$ cat config.mk
export PLATFORM = sky130hd
export DESIGN_NAME = pca_divider
export DESIGN_NICKNAME = d
export VERILOG_FILES = /design/src/rtl/pca_pkg.sv /design/src/rtl/pca_divider.sv
export SDC_FILE = /design/constraint.sdc
export NUM_CORES = 1
export LEC_CHECK = 0
export BUFFER_PORTS_ARGS = -buffer_cell sky130_fd_sc_hd__buf_2
export CAP_MARGIN = 20
export CORE_UTILIZATION = 45
export CTS_BUF_LIST = sky130_fd_sc_hd__clkbuf_8 sky130_fd_sc_hd__clkbuf_16
export CTS_CLUSTER_DIAMETER = 200
export DETAILED_ROUTE_END_ITERATION = 7
export MAX_ROUTING_LAYER = met4
export PLACE_DENSITY = 0.77
export SYNTH_ARGS = -nofsm -noshare
export SYNTH_HDL_FRONTEND = slang
export SYNTH_SLANG_ARGS = --single-unit
$ cat constraint.sdc
create_clock -name clock -period 2.2 [get_ports clock]
set_input_delay 0.33 -clock clock [delete_from_list [all_inputs] [get_ports clock]]
set_output_delay 0.33 -clock clock [all_outputs]
set_load 0.05 [all_outputs]
$ cat src/rtl/pca_pkg.sv
// Shared types and constants for the pixel color adjust block.
package pca_pkg;

   // Pixel words on the request and response channels
   typedef struct packed {
      logic [7:0] in_red;
      logic [7:0] in_green;
      logic [7:0] in_blue;
      logic [7:0] in_alpha;
   } pix_in_type;

   typedef struct packed {
      logic [7:0] out_red;
      logic [7:0] out_green;
      logic [7:0] out_blue;
      logic [7:0] out_alpha;
   } pix_out_type;

   // Operating modes
   typedef enum logic [2:0] {
      MODE_SATURATION = 3'd0,
      MODE_GAIN       = 3'd1,
      MODE_INVERT     = 3'd2,
      MODE_CONTRAST   = 3'd3,
      MODE_POSTERIZE  = 3'd4,
      MODE_THRESHOLD  = 3'd5
   } mode_type;

   // Register map
   typedef enum logic [2:0] {
      REG_MODE       = 3'd0,
      REG_GAIN_RED   = 3'd1,
      REG_GAIN_GREEN = 3'd2,
      REG_GAIN_BLUE  = 3'd3,
      REG_BRIGHTNESS = 3'd4,
      REG_CONTRAST   = 3'd5,
      REG_LEVELS     = 3'd6,
      REG_CUTOFF     = 3'd7
   } reg_index_type;

   localparam int CSR_DATA_W = 10;

   // Iterative divider sizing
   localparam int DIV_NUM_W = 27;
   localparam int DIV_DEN_W = 17;
   localparam int DIV_CNT_W = $clog2(DIV_NUM_W + 1);

   // Contrast factor (units of 1/256) and posterize reciprocal widths
   localparam int CON_F_W    = 16;
   localparam int POST_M_W   = 26;
   localparam int POST_SHIFT = 26;

   // ceil(2^26 / 510): exact floor division by 510 for values below 2^17
   localparam int RECIP_W    = 18;
   localparam logic [RECIP_W-1:0] POST_RECIP = RECIP_W'(131587);

   // Divider handshake toward the owner
   typedef struct packed {
      logic busy;
      logic done;
   } div_status_type;

endpackage

$ cat src/rtl/pca_divider.sv
// Restoring radix-2 divider, one quotient bit per cycle.
module pca_divider import pca_pkg::*; (
   input  logic                 clock,
   input  logic                 reset,
   input  logic                 start,
   input  logic [DIV_NUM_W-1:0] numer,
   input  logic [DIV_DEN_W-1:0] denom,
   output div_status_type       status,
   output logic [DIV_NUM_W-1:0] quot
);

   logic [DIV_CNT_W-1:0] cnt_ff, cnt_in;
   logic [DIV_DEN_W-1:0] rem_ff, rem_in;
   logic [DIV_DEN_W-1:0] den_ff, den_in;
   logic [DIV_NUM_W-1:0] quo_ff, quo_in;
   logic                 done_ff, done_in;

   logic [DIV_DEN_W:0]   trial;
   logic [DIV_DEN_W:0]   diff;
   logic                 fits;

   // One shift-subtract step
   assign trial = {rem_ff, quo_ff[DIV_NUM_W-1]};
   assign diff  = trial - {1'b0, den_ff};
   assign fits  = (trial >= {1'b0, den_ff});

   always_comb begin
      cnt_in  = cnt_ff;
      rem_in  = rem_ff;
      den_in  = den_ff;
      quo_in  = quo_ff;
      done_in = 1'b0;
      if (start) begin
         cnt_in = DIV_CNT_W'(DIV_NUM_W);
         rem_in = '0;
         den_in = denom;
         quo_in = numer;
      end else if (cnt_ff != '0) begin
         rem_in  = fits ? diff[DIV_DEN_W-1:0] : trial[DIV_DEN_W-1:0];
         quo_in  = {quo_ff[DIV_NUM_W-2:0], fits};
         cnt_in  = cnt_ff - 1'b1;
         done_in = (cnt_ff == DIV_CNT_W'(1));
      end
   end

   always_ff @(posedge clock) begin
      if (reset) begin
         cnt_ff  <= '0;
         done_ff <= 1'b0;
      end else begin
         cnt_ff  <= cnt_in;
         done_ff <= done_in;
      end
      rem_ff <= rem_in;
      den_ff <= den_in;
      quo_ff <= quo_in;
   end

   assign status.busy = (cnt_ff != '0) || done_ff;
   assign status.done = done_ff;
   assign quot        = quo_ff;

endmodule
## After elaboration in Yosys (flattened, before gate mapping)

Index checks and enable logic that the tools add are counted.

| operators by class | value |
|---|---|
| $add $sub $neg | 2 |
| bitwise operators | 1 |
| reductions and logical operators | 5 |
| muxes and demuxes | 5 |
| $lt $le $gt $ge | 1 |
| eq/ne operators | 1 |

Operators by type and width:

| cell | number |
|---|---|
| $mux 27 | 2 |
| $ge 18x17->1 | 1 |
| $mux 17 | 1 |
| $sub 17x17->17 | 1 |
| $mux 5 | 2 |
| $eq 5x1->1 const B | 1 |
| $reduce_bool 5->1 | 1 |
| $sub 5x1->5 const B | 1 |
| $reduce_or 3->1 | 1 |
| $reduce_bool 2->1 | 1 |
| $reduce_or 2->1 | 1 |
| $logic_or 1x1->1 | 1 |
| $not 1->1 | 1 |

| word-level totals | value |
|---|---|
| output and inout port bits | 29 |
| word-level logic and storage cells | 21 |
| bits in registers | 67 |

## Longest topological paths before layout

| depth | value |
|---|---|
| depth in word-level cells | 3 |
| gate-level depth with buffers | 13 |
| gate-level depth less buffers | 11 |

## Worst setup path before layout

Ideal clock, no wire load.

| timing path | value |
|---|---|
| kind | register -> register |
| from | reg quo_ff[26] (netlist: quot[26]) |
| to | reg rem_ff[12] |
| period minus slack after synthesis | 2,705 ps |
| arrival time | 2,577 ps |
| setup time | 128 ps |
| required time | 2,072 ps |
| cell stages (with the launch flop) | 13 |
| path slack | -505 ps |
| path through | edfxtp_1 inv_1 ha_1 inv_1 fa_1 a21oi_1 o2bb2ai_2 o31ai_2 a211o_1 buf_6 buf_6 mux2i_1 o21ai_1 |

| between the ends | value |
|---|---|
| cells in the longest elaborated chain, start to end | 2 |
| elaborated cells on any way between the ends | 3 |

RTL lines:

| item | line | source |
|---|---|---|
| start, declared | pca_divider.sv:15 | `logic [DIV_NUM_W-1:0] quo_ff, quo_in;` |
| start signal, assigned | pca_divider.sv:56 | `quo_ff <= quo_in;` |
| $sub 17x17->17 or $ge 18x17->1 (tied branches) | pca_divider.sv:24, pca_divider.sv:25 |  |
| $mux 17 (*) | pca_divider.sv:39 | `rem_in = fits ? diff[DIV_DEN_W-1:0] : trial[DIV_DEN_W-1:0];` |
| end signal, assigned | pca_divider.sv:54 | `rem_ff <= rem_in;` |
| end, declared | pca_divider.sv:13 | `logic [DIV_DEN_W-1:0] rem_ff, rem_in;` |

Every way passes the cells marked *; elsewhere a longest branch is shown, timed or not.
A chain may end at the register's enable or synchronous reset.

## Worst setup path in the final report

| timing path | value |
|---|---|
| from | reg quo_ff[26] (netlist: quot[26]) |
| to | reg rem_ff[1] |

The elaborated chain is that of the path after synthesis.

==> results_dict.tcl <==
set metrics [dict create \
    hold_path_end "den_ff[11]" \
    grt_pass1_wl_mm 12.9 \
    r2r-end "rem_ff[1]" \
    p_leak_nw 2.01 \
    internal-power_mw 2.28 \
    cts_buffer_depth 2 \
    stdcell_count 550 \
    port_buffers 75 \
    die_area_sq_um 8220 \
    r2r_cells 11 \
    yosysWarnings 0 \
    grt_usage_pct 20.4 \
    hold_ws_ns 0.154 \
    routed_wl_mm 7.93 \
    place_ws_ns -0.206 \
    syn_inst 328 \
    min_period_over_period_pct 104 \
    ant_nets 0 \
    die_h_um 90.7 \
    report.final.slew_viol_count 0 \
    fmax_ghz 0.438 \
    antenna_found_initial 0 \
    timing.rr.start "quot[26]" \
    power.density_nw_per_um2 742 \
    cts_sinks 67 \
    criticalPathCategory "reg -> reg" \
    dp.cells 529 \
    drc_errors 0 \
    hold_violations 0 \
    cp.required_ns 2.44 \
    netSwitchingFraction_pct 34.1 \
    routabilityCongestion 0.940 \
    nFillCells 572 \
    worstMarginPinSlew_ns 0.535 \
    grt_pass1_vias 2889 \
    status "complete, but fails checks" \
    min_path_cells 1 \
    synth_xor_area_share_pct 3.71 \
    postLayoutCoreUtil_pct 63.1 \
    drive_above_1_share_pct 41.0 \
    synth_top_family_by_area "compound AO/OA/AOI/OAI gates" \
    vias 2875 \
    synthMuxAreaShare_pct 9.98 \
    core_sq_um 7410 \
    clk-insertion-delay-late_ns 0.35 \
    seq_area_frac_synth_pct 50.4 \
    cts_inserted_buffers 9 \
    seq_power_share_pct 44.8 \
    drtIter0Drc 154 \
    synth.distinct_cells 44 \
    netlist_area_sq_um 3540 \
    rsz0062_at_grt "yes" \
    syn_avg_cell_area_sq_um 10.8 \
    ios 76 \
    grt_overflow 0 \
    ys_ff_latch 67 \
    htree_levels 3 \
    cp.arrival_ns 2.52 \
    hold_start "denom[11]" \
    setup_violations 17 \
    n_antenna_cell 0 \
    clkTransAtPathRegs_ns 0.08 \
    start_kind "flop" \
    yosys.area_share.simple_pct 11.2 \
    hold_path.class "in -> reg" \
    multi_input_area_sq_um 1760 \
    die_w_um 90.7 \
    p_comb_share_pct 28.7 \
    num_rows 31 \
    vias_per_cell 5.23 \
    layout.nets 513 \
    synth_compound_area_share_pct 12.9 \
    fin_skew_ns 0.0102 \
    clkPwrFrac_pct 26.5 \
    crit_path_max_fanout 7 \
    hpwl_mm 5.75 \
    start_util_pct 47.7 \
    ir_drop_v 0.000479 \
    root_buffer "clkbuf_8" \
    violations "negative setup slack" \
    max_slew_margin_pct 63.8 \
    regArea_sq_um 1780 \
    tns_ns -0.834 \
    first_pass_iters 4 \
    wl_per_cell_um 14.4 \
    switchingPower_mw 1.18 \
    fin_crit_ns 2.28 \
    endpoint_kind "flop" \
    setup_ws_ns -0.0817 \
    cts_tree "yes" \
    synth_fp_nets 395 \
    synth_fa_ha_area_share_pct 7.29 \
    areaGrowthSynthToFinish_pct 32.2 \
    maxCapViolations 0 \
    rrSetupSlack_ns -0.08 \
    grt_max_degree 27 \
]
==> repair_timing <==
action | 4_1_cts | 5_1_grt
pin swaps | 3 | 6
buffers inserted | 1 | 4
hold buffers | 0 | 0
endpoints found under the setup margin | 18 | 18
gates resized for setup | 13 | 12
==> kinds of logic after synthesis <==
logic type                 Yosys count
adders and majority gates           20
DFF                                 67
buffers and inverters               34
AOI/OAI and AO/OA                   72
xor gates and xnor gates            15
and+or+nand+nor                     88
muxes                               32
==> through the flow <==
stage          area (sq um)  power, mW
2_1_floorplan          3560       2.21
3_3_place_gp           4300       2.48
3_5_place_dp           4300       2.50
4_1_cts                4590       3.47
5_1_grt                4680       3.63
6_report               4680       3.47
==> final cells by class <==
cell class	instances	area share (%)
Sequential cell	67	38.1
Inverter	23	1.85
Timing Repair Buffer	118	16.0
Clock inverter	7	1.15
Tap cell	99	2.65
Clock buffer	9	2.65
Multi-Input combinational cell	227	37.6
==> layout by cell type (no fill, tap or decap), types with 5 or more instances in the layout <==
cell type	instances
a211oi_1	6
a21oi_1	17
buf_2	75
buf_4	38
clkbuf_8	9
dfxtp_1	23
edfxtp_1	44
ha_1	10
ha_4	7
inv_1	23
mux2_2	26
mux2i_1	5
nand2_1	21
nand2b_1	5
nor2_1	35
nor3_1	13
o21ai_0	13
o21ai_1	9
xnor2_1	6
xor2_1	9
==> worst max-delay path by stage <==
stage / from / to
after floorplan: quot[26] / rem_ff[0]
after global placement: quot[26] / rem_ff[0]
after detailed placement: quot[26] / rem_ff[0]
after CTS: quot[26] / rem_ff[1]
after global routing: quot[26] / rem_ff[9]
final: quot[26] / rem_ff[1]
==> sequential cells by signal, summed over array words and instances, names as in the netlist <==
register / flops
rem_ff: 17
quot: 27
cnt_ff: 5
den_ff: 17
done_ff: 1
==> layer usage <==
metal	global-route usage [%]	wire, um	up-vias
met1	25.0	3490	1351
met2	32.3	3860	87
met5	-	0	-
met4	7.26	104	0
met3	5.56	482	9
li1	-	-	1428
==> critical path, cell delays in order, from the launching register on <==
cell	delay (ns)
edfxtp_1	0.38
inv_1	0.08
ha_2	0.18
inv_2	0.04
fa_2	0.34
a21oi_2	0.17
o2bb2ai_2	0.10
o31ai_4	0.21
a211o_4	0.23
buf_4	0.16
mux2i_1	0.19
a211oi_1	0.08
==> power groups by stage <==
stage          Clock [mW]  Sequential (mW)  Combinational (mW)
2_1_floorplan           0             1.83               0.388
3_3_place_gp            0             1.57               0.908
3_5_place_dp            0             1.58               0.926
4_1_cts             0.954             1.56               0.964
5_1_grt             0.994             1.57                1.07
6_report            0.919             1.56               0.995
==> Yosys cell counts, drive strengths merged <==
master   number  area share, %
a211o         1           0.25
a211oi        8            1.7
a21o          2           0.42
a21oi        20            2.9
a311oi        1           0.25
a31oi         1           0.18
a32oi         4           0.99
and2          1           0.18
and4b         1           0.28
buf           7            1.7
clkbuf        4           0.42
dfxtp        23             13
edfxtp       44             37
fa            1           0.57
ha           19            6.7
inv          23            2.4
mux2         26            8.3
mux2i         6            1.7
nand2        21            2.2
nand2b        6            1.1
nand3         1           0.14
nand4         3           0.53
nor2         36            3.8
nor2b         1           0.18
nor3         14            2.0
nor4b         1           0.25
o2111ai       1           0.25
o211ai        1           0.21
o21a          3           0.64
o21ai        23            3.3
o21bai        1           0.21
o22ai         1           0.18
o2bb2ai       1           0.42
o31ai         4           0.99
or2           1           0.18
or3           2           0.35
xnor2         6            1.5
xor2          9            2.2
(Power assumes the default switching activity.)
